`src/hdl/assert_macros.svh`:
```
// Assertion helpers shared by the glyph rasterizer modules.
`ifndef ASSERT_MACROS_SVH
`define ASSERT_MACROS_SVH
`ifndef SYNTH
// The expression holds at every clock edge outside reset.
`define ASSERT_ALWAYS(lbl, clk, rst_n, expr, msg) \
	lbl: assert property (@(posedge clk) disable iff (!rst_n) (expr)) else $error(msg);
// The consequent holds in the cycle after the antecedent.
`define ASSERT_NEXT(lbl, clk, rst_n, ante, cons, msg) \
	lbl: assert property (@(posedge clk) disable iff (!rst_n) (ante) |=> (cons)) \
	else $error(msg);
`else
`define ASSERT_ALWAYS(lbl, clk, rst_n, expr, msg)
`define ASSERT_NEXT(lbl, clk, rst_n, ante, cons, msg)
`endif
`endif

```
`src/hdl/g57_pkg.sv`:
```
package g57_pkg;

	localparam int GLYPH_COLS = 5;
	localparam int GLYPH_ROWS = 7;
	localparam int CELL_COLS  = 6;
	localparam int GLYPH_BITS = GLYPH_COLS * GLYPH_ROWS;
	localparam int CELL_BITS  = CELL_COLS * GLYPH_ROWS;
	localparam int FIFO_DEPTH = 2;

	localparam logic [7:0] GLYPH_FIRST = 8'd32;
	localparam logic [7:0] GLYPH_LAST  = 8'd126;

	// Register index, taken from byte address bit 2.
	localparam logic REG_SCREEN_BG = 1'b0;

	// One classified character waiting for the rasterizer.
	typedef struct packed {
		logic [GLYPH_BITS-1:0] glyph;
		logic [7:0]            origin_x;
		logic [7:0]            origin_y;
		logic [15:0]           fg_color;
		logic [15:0]           bg_color;
	} glyph_entry_t;

	// Packs five column bytes, column 0 in the low bits, row 0 lowest.
	function automatic logic [GLYPH_BITS-1:0] cols(input logic [7:0] c0, input logic [7:0] c1,
		input logic [7:0] c2, input logic [7:0] c3, input logic [7:0] c4);
		return {c4[6:0], c3[6:0], c2[6:0], c1[6:0], c0[6:0]};
	endfunction

	// Font ROM for the printable range; other codes read as blank.
	function automatic logic [GLYPH_BITS-1:0] font_glyph(input logic [7:0] code);
		logic [GLYPH_BITS-1:0] g;
		case (code)
			8'd32:  g = cols(8'h00, 8'h00, 8'h00, 8'h00, 8'h00);
			8'd33:  g = cols(8'h00, 8'h00, 8'h5F, 8'h00, 8'h00);
			8'd34:  g = cols(8'h00, 8'h07, 8'h00, 8'h07, 8'h00);
			8'd35:  g = cols(8'h14, 8'h7F, 8'h14, 8'h7F, 8'h14);
			8'd36:  g = cols(8'h24, 8'h2A, 8'h7F, 8'h2A, 8'h12);
			8'd37:  g = cols(8'h23, 8'h13, 8'h08, 8'h64, 8'h62);
			8'd38:  g = cols(8'h36, 8'h49, 8'h55, 8'h22, 8'h50);
			8'd39:  g = cols(8'h00, 8'h05, 8'h03, 8'h00, 8'h00);
			8'd40:  g = cols(8'h00, 8'h1C, 8'h22, 8'h41, 8'h00);
			8'd41:  g = cols(8'h00, 8'h41, 8'h22, 8'h1C, 8'h00);
			8'd42:  g = cols(8'h08, 8'h2A, 8'h1C, 8'h2A, 8'h08);
			8'd43:  g = cols(8'h08, 8'h08, 8'h3E, 8'h08, 8'h08);
			8'd44:  g = cols(8'h00, 8'h50, 8'h30, 8'h00, 8'h00);
			8'd45:  g = cols(8'h08, 8'h08, 8'h08, 8'h08, 8'h08);
			8'd46:  g = cols(8'h00, 8'h60, 8'h60, 8'h00, 8'h00);
			8'd47:  g = cols(8'h20, 8'h10, 8'h08, 8'h04, 8'h02);
			8'd48:  g = cols(8'h3E, 8'h51, 8'h49, 8'h45, 8'h3E);
			8'd49:  g = cols(8'h00, 8'h42, 8'h7F, 8'h40, 8'h00);
			8'd50:  g = cols(8'h42, 8'h61, 8'h51, 8'h49, 8'h46);
			8'd51:  g = cols(8'h21, 8'h41, 8'h45, 8'h4B, 8'h31);
			8'd52:  g = cols(8'h18, 8'h14, 8'h12, 8'h7F, 8'h10);
			8'd53:  g = cols(8'h27, 8'h45, 8'h45, 8'h45, 8'h39);
			8'd54:  g = cols(8'h3C, 8'h4A, 8'h49, 8'h49, 8'h30);
			8'd55:  g = cols(8'h01, 8'h71, 8'h09, 8'h05, 8'h03);
			8'd56:  g = cols(8'h36, 8'h49, 8'h49, 8'h49, 8'h36);
			8'd57:  g = cols(8'h06, 8'h49, 8'h49, 8'h29, 8'h1E);
			8'd58:  g = cols(8'h00, 8'h36, 8'h36, 8'h00, 8'h00);
			8'd59:  g = cols(8'h00, 8'h56, 8'h36, 8'h00, 8'h00);
			8'd60:  g = cols(8'h00, 8'h08, 8'h14, 8'h22, 8'h41);
			8'd61:  g = cols(8'h14, 8'h14, 8'h14, 8'h14, 8'h14);
			8'd62:  g = cols(8'h41, 8'h22, 8'h14, 8'h08, 8'h00);
			8'd63:  g = cols(8'h02, 8'h01, 8'h51, 8'h09, 8'h06);
			8'd64:  g = cols(8'h32, 8'h49, 8'h79, 8'h41, 8'h3E);
			8'd65:  g = cols(8'h7E, 8'h11, 8'h11, 8'h11, 8'h7E);
			8'd66:  g = cols(8'h7F, 8'h49, 8'h49, 8'h49, 8'h36);
			8'd67:  g = cols(8'h3E, 8'h41, 8'h41, 8'h41, 8'h22);
			8'd68:  g = cols(8'h7F, 8'h41, 8'h41, 8'h22, 8'h1C);
			8'd69:  g = cols(8'h7F, 8'h49, 8'h49, 8'h49, 8'h41);
			8'd70:  g = cols(8'h7F, 8'h09, 8'h09, 8'h01, 8'h01);
			8'd71:  g = cols(8'h3E, 8'h41, 8'h41, 8'h51, 8'h32);
			8'd72:  g = cols(8'h7F, 8'h08, 8'h08, 8'h08, 8'h7F);
			8'd73:  g = cols(8'h00, 8'h41, 8'h7F, 8'h41, 8'h00);
			8'd74:  g = cols(8'h20, 8'h40, 8'h41, 8'h3F, 8'h01);
			8'd75:  g = cols(8'h7F, 8'h08, 8'h14, 8'h22, 8'h41);
			8'd76:  g = cols(8'h7F, 8'h40, 8'h40, 8'h40, 8'h40);
			8'd77:  g = cols(8'h7F, 8'h02, 8'h04, 8'h02, 8'h7F);
			8'd78:  g = cols(8'h7F, 8'h04, 8'h08, 8'h10, 8'h7F);
			8'd79:  g = cols(8'h3E, 8'h41, 8'h41, 8'h41, 8'h3E);
			8'd80:  g = cols(8'h7F, 8'h09, 8'h09, 8'h09, 8'h06);
			8'd81:  g = cols(8'h3E, 8'h41, 8'h51, 8'h21, 8'h5E);
			8'd82:  g = cols(8'h7F, 8'h09, 8'h19, 8'h29, 8'h46);
			8'd83:  g = cols(8'h46, 8'h49, 8'h49, 8'h49, 8'h31);
			8'd84:  g = cols(8'h01, 8'h01, 8'h7F, 8'h01, 8'h01);
			8'd85:  g = cols(8'h3F, 8'h40, 8'h40, 8'h40, 8'h3F);
			8'd86:  g = cols(8'h1F, 8'h20, 8'h40, 8'h20, 8'h1F);
			8'd87:  g = cols(8'h7F, 8'h20, 8'h18, 8'h20, 8'h7F);
			8'd88:  g = cols(8'h63, 8'h14, 8'h08, 8'h14, 8'h63);
			8'd89:  g = cols(8'h03, 8'h04, 8'h78, 8'h04, 8'h03);
			8'd90:  g = cols(8'h61, 8'h51, 8'h49, 8'h45, 8'h43);
			8'd91:  g = cols(8'h00, 8'h00, 8'h7F, 8'h41, 8'h41);
			8'd92:  g = cols(8'h02, 8'h04, 8'h08, 8'h10, 8'h20);
			8'd93:  g = cols(8'h41, 8'h41, 8'h7F, 8'h00, 8'h00);
			8'd94:  g = cols(8'h04, 8'h02, 8'h01, 8'h02, 8'h04);
			8'd95:  g = cols(8'h40, 8'h40, 8'h40, 8'h40, 8'h40);
			8'd96:  g = cols(8'h00, 8'h01, 8'h02, 8'h04, 8'h00);
			8'd97:  g = cols(8'h20, 8'h54, 8'h54, 8'h54, 8'h78);
			8'd98:  g = cols(8'h7F, 8'h48, 8'h44, 8'h44, 8'h38);
			8'd99:  g = cols(8'h38, 8'h44, 8'h44, 8'h44, 8'h20);
			8'd100: g = cols(8'h38, 8'h44, 8'h44, 8'h48, 8'h7F);
			8'd101: g = cols(8'h38, 8'h54, 8'h54, 8'h54, 8'h18);
			8'd102: g = cols(8'h08, 8'h7E, 8'h09, 8'h01, 8'h02);
			8'd103: g = cols(8'h08, 8'h14, 8'h54, 8'h54, 8'h3C);
			8'd104: g = cols(8'h7F, 8'h08, 8'h04, 8'h04, 8'h78);
			8'd105: g = cols(8'h00, 8'h44, 8'h7D, 8'h40, 8'h00);
			8'd106: g = cols(8'h20, 8'h40, 8'h44, 8'h3D, 8'h00);
			8'd107: g = cols(8'h00, 8'h7F, 8'h10, 8'h28, 8'h44);
			8'd108: g = cols(8'h00, 8'h41, 8'h7F, 8'h40, 8'h00);
			8'd109: g = cols(8'h7C, 8'h04, 8'h18, 8'h04, 8'h78);
			8'd110: g = cols(8'h7C, 8'h08, 8'h04, 8'h04, 8'h78);
			8'd111: g = cols(8'h38, 8'h44, 8'h44, 8'h44, 8'h38);
			8'd112: g = cols(8'h7C, 8'h14, 8'h14, 8'h14, 8'h08);
			8'd113: g = cols(8'h08, 8'h14, 8'h14, 8'h18, 8'h7C);
			8'd114: g = cols(8'h7C, 8'h08, 8'h04, 8'h04, 8'h08);
			8'd115: g = cols(8'h48, 8'h54, 8'h54, 8'h54, 8'h20);
			8'd116: g = cols(8'h04, 8'h3F, 8'h44, 8'h40, 8'h20);
			8'd117: g = cols(8'h3C, 8'h40, 8'h40, 8'h20, 8'h7C);
			8'd118: g = cols(8'h1C, 8'h20, 8'h40, 8'h20, 8'h1C);
			8'd119: g = cols(8'h3C, 8'h40, 8'h30, 8'h40, 8'h3C);
			8'd120: g = cols(8'h44, 8'h28, 8'h10, 8'h28, 8'h44);
			8'd121: g = cols(8'h0C, 8'h50, 8'h50, 8'h50, 8'h3C);
			8'd122: g = cols(8'h44, 8'h64, 8'h54, 8'h4C, 8'h44);
			8'd123: g = cols(8'h00, 8'h08, 8'h36, 8'h41, 8'h00);
			8'd124: g = cols(8'h00, 8'h00, 8'h7F, 8'h00, 8'h00);
			8'd125: g = cols(8'h00, 8'h41, 8'h36, 8'h08, 8'h00);
			8'd126: g = cols(8'h08, 8'h08, 8'h2A, 8'h1C, 8'h08);
			default: g = '0;
		endcase
		return g;
	endfunction

endpackage

```
`src/hdl/g57_front.sv`:
```
module g57_front (
	input  logic                  push,
	output logic                  full,
	input  logic [7:0]            char_code,
	input  logic [7:0]            origin_x,
	input  logic [7:0]            origin_y,
	input  logic [15:0]           fg_color,
	input  logic [15:0]           bg_color,
	input  logic                  transparent,
	input  logic [15:0]           screen_bg,
	input  logic                  q_full,
	output logic                  q_wr,
	output g57_pkg::glyph_entry_t q_entry
);
	import g57_pkg::*;

	logic printable;

	// Only printable codes go on to the rasterizer; others are dropped here.
	assign printable = (char_code >= GLYPH_FIRST) && (char_code <= GLYPH_LAST);
	assign full      = q_full;
	assign q_wr      = push && !q_full && printable;

	// Glyph lookup and background selection for the queued entry.
	always_comb begin
		q_entry.glyph    = font_glyph(char_code);
		q_entry.origin_x = origin_x;
		q_entry.origin_y = origin_y;
		q_entry.fg_color = fg_color;
		q_entry.bg_color = transparent ? screen_bg : bg_color;
	end

endmodule

```
`src/hdl/g57_fifo.sv`:
```
`include "assert_macros.svh"

module g57_fifo #(
	parameter int DEPTH = g57_pkg::FIFO_DEPTH
) (
	input  logic                  clk,
	input  logic                  arst_n,
	input  logic                  wr_en,
	input  g57_pkg::glyph_entry_t wr_data,
	output logic                  full,
	input  logic                  rd_en,
	output g57_pkg::glyph_entry_t rd_data,
	output logic                  empty
);
	import g57_pkg::*;

	localparam int PTR_W = $clog2(DEPTH);
	localparam int CNT_W = $clog2(DEPTH + 1);

	glyph_entry_t       mem_q [DEPTH];
	logic [PTR_W-1:0]   wr_ptr_q;
	logic [PTR_W-1:0]   rd_ptr_q;
	logic [CNT_W-1:0]   count_q;

	assign full    = (count_q == CNT_W'(DEPTH));
	assign empty   = (count_q == '0);
	assign rd_data = mem_q[rd_ptr_q];

	// Entry storage.
	always_ff @(posedge clk) begin
		if (wr_en) begin
			mem_q[wr_ptr_q] <= wr_data;
		end
	end

	// Pointers and fill count.
	always_ff @(posedge clk or negedge arst_n) begin
		if (!arst_n) begin
			wr_ptr_q <= '0;
			rd_ptr_q <= '0;
			count_q  <= '0;
		end else begin
			if (wr_en) begin
				wr_ptr_q <= (wr_ptr_q == PTR_W'(DEPTH - 1)) ? '0 : wr_ptr_q + 1'b1;
			end
			if (rd_en) begin
				rd_ptr_q <= (rd_ptr_q == PTR_W'(DEPTH - 1)) ? '0 : rd_ptr_q + 1'b1;
			end
			if (wr_en && !rd_en) begin
				count_q <= count_q + 1'b1;
			end else if (rd_en && !wr_en) begin
				count_q <= count_q - 1'b1;
			end
		end
	end

	`ASSERT_ALWAYS(a_no_overflow, clk, arst_n, !(wr_en && full && !rd_en), "write into full queue")
	`ASSERT_ALWAYS(a_no_underflow, clk, arst_n, !(rd_en && empty), "read from empty queue")

endmodule

```
`src/hdl/g57_raster.sv`:
```
`include "assert_macros.svh"

module g57_raster (
	input  logic                  clk,
	input  logic                  arst_n,
	input  g57_pkg::glyph_entry_t head,
	input  logic                  q_empty,
	output logic                  q_rd,
	output logic                  empty,
	input  logic                  pop,
	output logic [7:0]            pixel_x,
	output logic [7:0]            pixel_y,
	output logic [15:0]           pixel_color,
	output logic                  last
);
	import g57_pkg::*;

	logic [2:0]           col_q;
	logic [2:0]           row_q;
	logic                 valid_q;
	logic [7:0]           pixel_x_q;
	logic [7:0]           pixel_y_q;
	logic [15:0]          pixel_color_q;
	logic                 last_q;
	logic                 advance;
	logic                 col_end;
	logic                 cell_end;
	logic [CELL_BITS-1:0] cell_bits;
	logic [5:0]           bit_idx;

	// A new pixel is made whenever a queue entry waits and the output register is free or being emptied.
	assign advance  = !q_empty && (!valid_q || pop);
	assign col_end  = (row_q == 3'(GLYPH_ROWS - 1));
	assign cell_end = col_end && (col_q == 3'(CELL_COLS - 1));
	assign q_rd     = advance && cell_end;

	// The spacing column reads as clear bits beyond the glyph.
	assign cell_bits = {{(CELL_BITS - GLYPH_BITS){1'b0}}, head.glyph};
	assign bit_idx   = 6'({3'b000, col_q} * 6'(GLYPH_ROWS)) + {3'b000, row_q};

	// Column and row walk over the cell.
	always_ff @(posedge clk or negedge arst_n) begin
		if (!arst_n) begin
			col_q   <= '0;
			row_q   <= '0;
			valid_q <= 1'b0;
		end else begin
			if (advance) begin
				valid_q <= 1'b1;
				if (col_end) begin
					row_q <= '0;
					col_q <= cell_end ? '0 : col_q + 1'b1;
				end else begin
					row_q <= row_q + 1'b1;
				end
			end else if (pop) begin
				valid_q <= 1'b0;
			end
		end
	end

	// Output pixel register.
	always_ff @(posedge clk) begin
		if (advance) begin
			pixel_x_q     <= head.origin_x + {5'b00000, col_q};
			pixel_y_q     <= head.origin_y + {5'b00000, row_q};
			pixel_color_q <= cell_bits[bit_idx] ? head.fg_color : head.bg_color;
			last_q        <= cell_end;
		end
	end

	assign empty       = !valid_q;
	assign pixel_x     = pixel_x_q;
	assign pixel_y     = pixel_y_q;
	assign pixel_color = pixel_color_q;
	assign last        = last_q;

	`ASSERT_ALWAYS(a_walk_range, clk, arst_n, (col_q < 3'(CELL_COLS)) && (row_q < 3'(GLYPH_ROWS)), "cell walk out of range")
	`ASSERT_NEXT(a_release_last, clk, arst_n, q_rd, valid_q && last_q, "entry released without last beat")

endmodule

```
`src/hdl/glyph_5x7_rasterizer_core.sv`:
```
// The character beat is written into the queue, and its first pixel beat is then loaded from the
// queue head into the output pixel register.
// One pixel beat per cycle while entries wait and pop keeps up; 42 beats per printable character.
// Unprintable codes are dropped at the input and give no beats.
// Reset (arst_n low, asynchronous) empties the queue, clears the walk and sets the
// screen background register to zero.
module glyph_5x7_rasterizer_core #(
	parameter int FIFO_DEPTH = g57_pkg::FIFO_DEPTH
) (
	input  logic        clk,
	input  logic        arst_n,
	input  logic        push,
	output logic        full,
	input  logic [7:0]  char_code,
	input  logic [7:0]  origin_x,
	input  logic [7:0]  origin_y,
	input  logic [15:0] fg_color,
	input  logic [15:0] bg_color,
	input  logic        transparent,
	output logic        empty,
	input  logic        pop,
	output logic [7:0]  pixel_x,
	output logic [7:0]  pixel_y,
	output logic [15:0] pixel_color,
	output logic        last,
	input  logic        psel,
	input  logic        penable,
	input  logic        pwrite,
	input  logic [2:0]  paddr,
	input  logic [31:0] pwdata,
	output logic [31:0] prdata,
	output logic        pready
);
	import g57_pkg::*;

	logic         cfg_wr;
	logic [15:0]  screen_bg_q;
	logic         q_wr;
	logic         q_rd;
	logic         q_full;
	logic         q_empty;
	glyph_entry_t q_wr_data;
	glyph_entry_t q_head;

	// Configuration register, written in the access cycle.
	assign pready = 1'b1;
	assign cfg_wr = psel && penable && pwrite && pready;

	always_ff @(posedge clk or negedge arst_n) begin
		if (!arst_n) begin
			screen_bg_q <= '0;
		end else if (cfg_wr && (paddr[2] == REG_SCREEN_BG)) begin
			screen_bg_q <= pwdata[15:0];
		end
	end

	assign prdata = (paddr[2] == REG_SCREEN_BG) ? {16'h0000, screen_bg_q} : '0;

	g57_front u_front (
		.push        (push),
		.full        (full),
		.char_code   (char_code),
		.origin_x    (origin_x),
		.origin_y    (origin_y),
		.fg_color    (fg_color),
		.bg_color    (bg_color),
		.transparent (transparent),
		.screen_bg   (screen_bg_q),
		.q_full      (q_full),
		.q_wr        (q_wr),
		.q_entry     (q_wr_data)
	);

	g57_fifo #(
		.DEPTH (FIFO_DEPTH)
	) u_fifo (
		.clk     (clk),
		.arst_n  (arst_n),
		.wr_en   (q_wr),
		.wr_data (q_wr_data),
		.full    (q_full),
		.rd_en   (q_rd),
		.rd_data (q_head),
		.empty   (q_empty)
	);

	g57_raster u_raster (
		.clk         (clk),
		.arst_n      (arst_n),
		.head        (q_head),
		.q_empty     (q_empty),
		.q_rd        (q_rd),
		.empty       (empty),
		.pop         (pop),
		.pixel_x     (pixel_x),
		.pixel_y     (pixel_y),
		.pixel_color (pixel_color),
		.last        (last)
	);

endmodule
```
`config.mk`:
```
export PLATFORM = sky130hd
export DESIGN_NAME = glyph_5x7_rasterizer_core
export DESIGN_NICKNAME = d
export VERILOG_FILES = /design/src/hdl/g57_pkg.sv /design/src/hdl/g57_front.sv /design/src/hdl/g57_fifo.sv /design/src/hdl/g57_raster.sv /design/src/hdl/glyph_5x7_rasterizer_core.sv
export VERILOG_INCLUDE_DIRS = /design/src /design/src/hdl
export SDC_FILE = /design/constraint.sdc
export NUM_CORES = 1
export LEC_CHECK = 0
export BUFFER_PORTS_ARGS = -buffer_cell sky130_fd_sc_hd__buf_2
export CAP_MARGIN = 25
export CORE_ASPECT_RATIO = 1.75
export CORE_MARGIN = 4
export CORE_UTILIZATION = 50
export CTS_CLUSTER_SIZE = 30
export DETAILED_ROUTE_END_ITERATION = 10
export HOLD_SLACK_MARGIN = 0.02
export PLACE_DENSITY_LB_ADDON = 0.08
export SKIP_LAST_GASP = 1
export SYNTH_ARGS = -nofsm -noshare
export SYNTH_HDL_FRONTEND = slang
export SYNTH_MEMORY_MAX_BITS = 65536
export SYNTH_SLANG_ARGS = --single-unit
```
`constraint.sdc`:
```
create_clock -name clk -period 6.1 [get_ports clk]
set_clock_uncertainty 0.1 [all_clocks]
set_input_delay 0.61 -clock clk [delete_from_list [all_inputs] [get_ports clk]]
set_output_delay 0.61 -clock clk [all_outputs]
set_load 0.02 [all_outputs]
```
==> impl_metrics.ini, run 1 <==
[die]
die_w_um = 136
ios = 167
initial_core_util_pct = 50.8
rows = 81
coreArea_um2 = 28100
dieHeight_um = 231
die_area_um2 = 31400

[min_path]
hp-class = in -> async

[logic_synthesis]
synth-seq-cells = 226
yosys_warnings = 0
synth_cell_types = 76
synthCells = 1358
syn_area_um2 = 14300
seq_area_frac_synth_pct = 46.7
synth_edf_count = 199
async_reset_ff_share_pct = 11.9
ys.flop_type = edfxtp_1
avgSynthCellArea_um2 = 10.5

[timing]
tightest_slew_ns = 1.10
rsz0062_at_grt = false
maxSlewViolCount = 0
max_freq_mhz = 223
setup_slack_ns = 1.61
fin_crit_ns = 4.49
tns_ns = 0
slew_headroom_pct = 26.2
setup_violations = 0
post-route-period-util_pct = 73.6
hold_viol = 0

[power_and_ir_drop]
power_switching_mw = 3.76
leakagePower_nw = 5.67
ir_drop_uv = 584
internal_power_mw = 4.87
clockPowerShare_pct = 14.0
seq_power_share_pct = 27.3
power_frac_comb_pct = 58.7
p_sw_share_pct = 43.5
power_density_nw_per_um2 = 549

[clock_network]
postCtsSetupRepairBufs = 0
cts_sinks = 226
htreeDepth = 1
root_buffer = clkbuf_16
ctsResizeCount = 0
cts_buffer_depth = 3
holdBufCountCts = 0
cts_tree = yes
clk_pin_slew_ns = 0.08
clock_latency_ns = 0.50
numCtsBuffers = 18

[critical_path]
worstPathArrival_ns = 4.59
r2r-start = u_raster.col_q[0]
reg2regPathDepth = 10
r2r_slack_ns = 1.61
critPathKind = reg -> reg
worstReg2RegEnd = u_raster.pixel_color[6]
end_kind = flip-flop
cp_data_required_time_ns = 6.21
start_kind = flip-flop
crit_fanout = 16

[cells_and_area]
nets = 1560
final_common_cell = edfxtp_1
syn2layout_area_growth_pct = 10.3
fin_util_pct = 56.0
fill_cells = 2494
drive_above_1_share_pct = 19.8
final_cell_mix = 199 x edfxtp_1, 130 x buf_2, 106 x nand2_1
finish.instance_area_um2 = 15700

[job]
max-cap-violations = 0

[routing]
drt_pre_antenna_iters = 5
vias_per_cell = 6.45
ant_nets = 0
via_count = 11600
wl_per_cell_um = 27.1
drc = 0
wirelength_um = 48800
drt-initial-drc-count = 1114

[global_route]
grt.overflow.total = 0
antenna_found_initial = 1
grt_pass1_wl_um = 72100
grt_usage_pct = 30.9
grt_pass1_vias = 11500
grt_max_degree = 84

[run_status]
outcome = finished clean

[place]
detailed_place.area_um2 = 15100
place_congestion = 1.08
hpwl_um = 35300
io_buffers = 131
dp_slack_ns = 1.58
[routing by layer]
metal	share of wire, %	track usage, %	wire (um)
met5	0	0	0
met4	9.0	23.2	4400
met3	6.0	4.13	2910
met2	53	56.0	25900
met1	32	31.6	15700
[worst max-delay path, stage by stage (launching register included)]
cell and delay [ns]:
dfrtp_1 0.47, fa_1 0.56, inv_1 0.05, fa_1 0.47, inv_1 0.07, fa_1 0.40, xnor2_1 0.58, o2111ai_4 0.63
mux4_2 0.65, nor2_1 0.12, a41oi_1 0.07
[cell families after synthesis]
family	count (synthesis)	synth area share, %
muxes	92	9.86
DFF	226	46.7
other	2	0.0527
xor gates and xnor gates	19	1.17
buffers and inverters	169	5.31
and+or+nand+nor	427	15.0
AOI/OAI and AO/OA	379	17.8
adders and majority gates	44	4.18
[stage by stage]
stage	std cells	hold WS [ns]	total power, mW
3_3_place_gp	1768	0.380	7.32
2_1_floorplan	1373	0.214	6.33
6_report	1803	0.0587	8.63
4_1_cts	1800	0.0657	8.68
3_5_place_dp	1768	0.406	7.46
5_1_grt	1803	0.102	9.24
[Yosys cell counts, drive strengths merged (4+ instances only)]
master     n  share of area (%)
ha        38                3.3
a22oi      5               0.26
or2        5               0.22
o221ai     7               0.43
xnor2      9               0.55
a21oi    105                3.7
a211o      5               0.31
fa         6               0.84
a32o      18                1.3
clkbuf    89                2.3
nor2b     56                2.5
a32oi      5               0.31
nor2      88                2.3
xor2      10               0.61
inv       28               0.74
buf       51                2.2
nand3     29                1.0
o311ai     5               0.31
dfrtp     27                4.7
o31ai      8               0.42
a21o       6               0.32
o2111ai    5               0.43
nor3      22               0.77
and2      24                1.1
edfxtp   199                 42
mux4      34                5.5
a211oi    15               0.79
o32ai      4               0.25
a311oi     5               0.31
o21ai     92                3.2
nand2b    40                1.8
and3       6               0.26
a221oi     7               0.43
o211ai    14               0.74
nand2    106                2.8
a41oi     18                1.4
nand4     37                1.6
mux2      38                3.0
mux2i     20                1.4
a31oi     16               0.70
o22ai     15               0.66
[registers in the layout, summed over array words and instances, names as in the netlist, 2 cells and up]
register and cells:
screen_bg_q 16, u_fifo.mem_q 166, u_raster.pixel_x 8, u_raster.col_q 3, u_raster.pixel_y 8, u_fifo.count_q 2
u_raster.pixel_color 16, u_raster.row_q 3
[worst max-delay path by stage]
stage | from | to | slack (ns) | cells past startpoint
after global placement | u_raster.col_q[0] | u_raster.pixel_color[4] | 1.62 | 10
after global routing | u_raster.col_q[1] | u_raster.pixel_color[6] | 1.24 | 11
after CTS | u_raster.col_q[0] | u_raster.pixel_color[6] | 1.54 | 10
after floorplan | char_code[0] | u_fifo.mem_q[0][0] | 0.27 | 5
after detailed placement | u_raster.col_q[0] | u_raster.pixel_color[6] | 1.58 | 10
final | u_raster.col_q[0] | u_raster.pixel_color[6] | 1.61 | 10
[power groups by stage]
stage	Combinational (mW)	Sequential (mW)	Clock (mW)
floorplan	3.83	2.50	0
global placement	4.94	2.38	0
detailed placement	5.07	2.39	0
CTS	5.09	2.36	1.23
global route	5.56	2.39	1.29
finish	5.07	2.36	1.21
[final cells by class]
type	count	area, um2	area share (%)
Antenna cell	1	2.50	0.0159
Clock buffer	22	487	3.09
Clock inverter	10	118	0.748
Inverter	29	109	0.692
Multi-Input combinational cell	978	6950	44.2
Sequential cell	226	6660	42.3
Tap cell	373	467	2.97
Timing Repair Buffer	164	936	5.95
No activity file was read; power rests on OpenSTA's default activity.
==> inputs of run 2 (changes only) <==
Clock period 6.1 ns to 4 ns, I/O delays scaled along.
==> run 2 against run 1 <==
Against the previous run:
- final area grew 9.2%
- hold slack lost 0.024 ns
- wire length grew 11%
- die area is the same
- first-iteration DRC count shrank 13%
- register-to-register slack lost 1.6 ns
- critical endpoint is now u_raster.pixel_color[9]
==> impl_metrics.ini, run 2 (same netlist as run 1, synthesis figures left out) <==
[run_status]
outcome = finished clean

[global_route]
use_met1_pct = 33.4
met2_usage_pct = 64.1
grt_pass1_vias = 12600
grt_pass1_wl_um = 79100
grt_max_degree = 84
grt_usage_pct = 34.3
grt.overflow.total = 0
busiest_layer = met2
antenna_found_initial = 0
grt_use_met3_pct = 3.89

[job]
max-cap-violations = 0

[timing]
hold_viol = 0
setup_violations = 0
rsz0062_at_grt = true
timing.hold.ws_ns = 0.0343
fin_crit_ns = 3.95
post-route-period-util_pct = 98.8
tightest_slew_ns = 1.04
max_freq_mhz = 253
slew_headroom_pct = 30.3
maxSlewViolCount = 0

[clock_network]
htreeDepth = 1
clk_pin_slew_ns = 0.07
numCtsBuffers = 18
root_buffer = clkbuf_16
clock_latency_ns = 0.50
cts_tree = yes
cts_buffer_depth = 3
cts_sinks = 226

[cells_and_area]
finalNonFillerCells = 1945
finish.instance_area_um2 = 17200
syn2layout_area_growth_pct = 20.5
drive_above_1_share_pct = 25.6
final_cell_mix = 199 x edfxtp_1, 130 x buf_2, 115 x buf_4
top_register = u_fifo.mem_q
antennaDiodeCount = 0
final_common_cell = edfxtp_1
nets = 1703
largest_reg_flops = 166

[power_and_ir_drop]
leakagePower_nw = 6.40
power_density_nw_per_um2 = 909
power_frac_comb_pct = 65.8
seq_power_share_pct = 23.0
power.total_mw = 15.6
p_sw_share_pct = 43.7
clockPowerShare_pct = 11.2
internal_power_mw = 8.80
ir_drop_uv = 1790
power_switching_mw = 6.82

[critical_path]
worstReg2RegEnd = u_raster.pixel_color[9]
worstPathArrival_ns = 4.17
cpMaxStageDelayCell = or4_4
critPathKind = reg -> reg
r2r_slack_ns = 0.05
start_kind = flip-flop
end_kind = flip-flop
cp_data_required_time_ns = 4.22
crit_path_start = u_raster.col_q[2]
slowest_delay_ns = 0.66
worstPathCellList = fa_1 > inv_2 > fa_1 > inv_2 > buf_6 > ha_4 > nand3_4 > and3_4 > or2_4 > or4_4 > a32o_1 > a41oi_1
r2r-start = u_raster.col_q[2]
reg2regPathDepth = 12
crit_fanout = 6

[routing]
drt_pre_antenna_iters = 5
drt-initial-drc-count = 972
wirelength_um = 54200
ant_nets = 0
via_count = 12400
drc = 0
vias_per_cell = 6.39
wl_per_cell_um = 27.9

[die]
rows = 81
ios = 167
coreArea_um2 = 28100
initial_core_util_pct = 50.8
dieHeight_um = 231
die_area_um2 = 31400
die_w_um = 136

[min_path]
hold_start = pwdata[3]
holdPathEnd = screen_bg_q[3]
min_path_cells = 2
hp-class = in -> reg

[place]
detailed_place.area_um2 = 15900
io_buffers = 131
dp_cells = 1861
place_congestion = 1.06
hpwl_um = 38600
==> run 2: cell types whose count changed in the layout (fill, tap and decap cells not counted), sizes merged <==
cell,delta
clkinvlp,-1
bufinv,-1
dlygate4sd3,+42
buf,+97
diode,-1
or4,+3
clkinv,+1
a2bb2oi,+1
clkbuf,+1
==> run 2: final cells by class <==
type	instances	area [um2]
multi-input cells	982	7130
clock inverters	9	71.3
inverters	29	109
repair buffers	303	2250
clock buffers	23	500
well taps	373	467
flip-flops and latches	226	6660
fillers	2321	10900
==> run 2: worst max path at each step <==
stage	endpoint	slack [ns]	cells after the start
3_5_place_dp	u_raster.pixel_color[9]	-0.14	12
3_3_place_gp	u_raster.pixel_color[0]	-0.23	11
2_1_floorplan	u_raster.pixel_color[0]	0.17	12
5_1_grt	u_raster.pixel_color[9]	-0.05	12
4_1_cts	u_raster.pixel_color[9]	0.02	11
6_report	u_raster.pixel_color[9]	0.05	12
==> run 2: timing repair <==
action | 4_1_cts | 5_1_grt
setup buffers | 1 | 4
resized for setup | 7 | 26
pin swaps | 2 | 12
setup endpoints to repair | 16 | 16
hold endpoints to repair | 98 | 2
gates cloned | 4 | 1
hold buffers | 41 | 1
==> run 2: power groups by stage <==
stage | Clock [mW] | Sequential, mW | Combinational [mW]
after global placement | 0 | 3.59 | 7.68
after detailed placement | 0 | 3.64 | 8.46
after CTS | 1.78 | 3.59 | 9.49
final | 1.75 | 3.59 | 10.3
after floorplan | 0 | 3.80 | 5.85
after global routing | 1.88 | 3.63 | 11.0
==> run 2: layer usage <==
| layer | share of wire, % | vias up |
|---|---|---|
| met5 | 0 | - |
| met4 | 9.2 | 0 |
| met3 | 5.3 | 223 |
| met2 | 55 | 604 |
| met1 | 31 | 6078 |
| li1 | - | 5527 |
==> run 2: worst max-delay path, delay by kind of cell (launching register included) <==
kind | cells | cell delay [ns]
flip-flops | 1 | 0.40
AO/OA/AOI/OAI | 2 | 0.52
AND/OR/NAND/NOR | 4 | 1.22
adder cells (fa/ha/maj) | 3 | 1.33
buffers and inverters | 3 | 0.20
==> run 2: metrics by stage <==
stage / worst slack (ns) / setup TNS (ns) / util [%]
2_1_floorplan: 0.167 / 0 / -
3_3_place_gp: -0.226 / -3.37 / 56.6
3_5_place_dp: -0.141 / -1.84 / 56.7
4_1_cts: 0.0206 / 0 / 60.6
5_1_grt: -0.0477 / -0.265 / 61.2
6_report: 0.0488 / 0 / 61.2
==> inputs of run 3 (changes only) <==
Settings changed: CORE_UTILIZATION 50 to 54.
==> run 3 against run 2 <==
Against the previous run:
- core utilization is 3.8 points higher
- highest routed layer is now met5
- non-clock buffer count is 32 lower
- first-iteration DRC count is 6.4% higher
- power is 0.29% lower
==> impl_metrics.ini, run 3 (same netlist as run 1, synthesis figures left out) <==
[power_and_ir_drop]
ir_drop_uv = 1080
leakagePower_nw = 6.25
power_density_nw_per_um2 = 924

[critical_path]
worstReg2RegEnd = u_raster.pixel_color[11]
r2r-start = u_raster.col_q[0]
critPathKind = reg -> reg
cpMaxStageDelayCell = fa_1
slowest_delay_ns = 0.54
worstPathCellList = fa_1 > inv_1 > fa_1 > inv_2 > buf_4 > ha_4 > nand3_2 > and3_4 > buf_4 > o2111ai_4 > clkbuf_16 > mux4_2 > nor2_2 > a41oi_1
reg2regPathDepth = 14
end_kind = flip-flop
cp_data_required_time_ns = 4.11
start_kind = flip-flop
crit_buf_inv = 5
crit_path_start = u_raster.col_q[0]
path_depth = 14
cp-endpoint = u_raster.pixel_color[11]
path_delay_family = adder cells
r2r_slack_ns = 0.09
worstPathArrival_ns = 4.02
crit_fanout = 8

[die]
initial_core_util_pct = 54.9
die_w_um = 131
die_area_um2 = 29200
ios = 167
rows = 78
dieHeight_um = 223
coreArea_um2 = 26000

[timing]
slew_headroom_pct = 31.6
fin_crit_ns = 3.91
post-route-period-util_pct = 97.8
tightest_slew_ns = 1.01
setup_slack_ns = 0.0861
max_freq_mhz = 256
setup_violations = 0
hold_viol = 0
tns_ns = 0
maxSlewViolCount = 0
rsz0062_at_grt = true

[clock_network]
htreeDepth = 1
clk_pin_slew_ns = 0.07
root_buffer = clkbuf_16
cts_buffer_depth = 3
cts_tree = yes
numCtsBuffers = 19
clock_latency_ns = 0.50
cts_sinks = 226

[routing]
wirelength_um = 51000
ant_nets = 0
drt_pre_antenna_iters = 5
wl_per_cell_um = 27.4
drc = 0
via_count = 12300
drt-initial-drc-count = 1034
vias_per_cell = 6.62

[cells_and_area]
final_common_cell = edfxtp_1
fill_cells = 2090
finish.instance_area_um2 = 16900
largest_reg_flops = 166
finalNonFillerCells = 1862
nets = 1672
syn2layout_area_growth_pct = 18.3
final_cell_mix = 199 x edfxtp_1, 130 x buf_2, 105 x nand2_1
top_register = u_fifo.mem_q
fin_util_pct = 65.0
drive_above_1_share_pct = 24.6

[place]
dp_cells = 1781
detailed_place.area_um2 = 15600
hpwl_um = 35600
place_congestion = 1.13
dp_slack_ns = -0.0953
io_buffers = 131

[global_route]
grt_pass1_vias = 12300
grt_max_degree = 106
antenna_found_initial = 2
grt.overflow.total = 0
grt_usage_pct = 34.5
grt_pass1_wl_um = 74500

[run_status]
outcome = finished clean

[min_path]
hold_start = pwdata[8]
hp-class = in -> reg

[job]
max-cap-violations = 0
[run 3: cell count changes in the layout (fill, tap and decap cells not counted), sizes merged]
cell / before / now
clkinvlp: 1 / 3
diode: 0 / 1
inv: 29 / 28
dlygate4sd3: 42 / 37
buf: 260 / 233
clkinv: 7 / 4
clkbuf: 24 / 27
[run 3: report_power, final]
part | internal, mW | switching (mW) | leakage (nW)
combinational | 4.45 | 5.71 | 3.79
clock | 1.02 | 0.813 | 0.288
sequential | 3.36 | 0.227 | 2.17
[run 3: layer usage]
layer  part of all wire [%]  GRT usage, %  wire (um)
met5                  0.026             0         13
met4                     11          28.0       5580
met3                    6.7          5.29       3390
met2                     52          61.8      26700
met1                     30          33.8      15300
[run 3: worst min path at each step]
stage / slack, ns / cells past startpoint / end
finish: 0.04 / 2 / screen_bg_q[8]
global route: 0.03 / 2 / screen_bg_q[3]
floorplan: 0.004 / 0 / screen_bg_q[0]
detailed placement: 0.39 / 1 / u_fifo.count_q[1]
CTS: 0.02 / 1 / u_fifo.mem_q[1][35]
global placement: 0.38 / 2 / u_raster.valid_q
[run 3: layout make-up]
type | count | area, um2 | share of cell area (%)
antenna | 1 | 2.50 | 0.0148
clock buffer | 26 | 542 | 3.21
clock inverter | 7 | 68.8 | 0.408
inverter | 29 | 109 | 0.645
multi-input combinational | 982 | 7100 | 42.1
sequential | 226 | 6660 | 39.5
tap | 320 | 400 | 2.37
timing repair buffer | 271 | 1990 | 11.8
[run 3: worst reg2reg max path, delay by kind of cell (launching register included)]
family	cells	cell delay, ns
multiplexers	1	0.51
AND/OR/NAND/NOR	3	0.40
adder cells (fa/ha/maj)	3	1.30
AO/OA/AOI/OAI	2	0.32
buffers and inverters	5	0.62
flip-flops	1	0.40
[run 3: stage by stage]
step	power (mW)	hold slack, ns
2_1_floorplan	9.65	0.00441
3_5_place_dp	12.0	0.388
3_3_place_gp	11.2	0.385
6_report	15.6	0.0381
4_1_cts	14.8	0.0228
5_1_grt	16.4	0.0303
[run 3: what timing repair did]
item,in CTS,in global routing
resized for setup,4,25
hold endpoints to repair,92,2
cloned,3,2
pin swaps,2,7
setup buffers,2,3
endpoints found under the setup margin,16,16
hold buffers,36,1
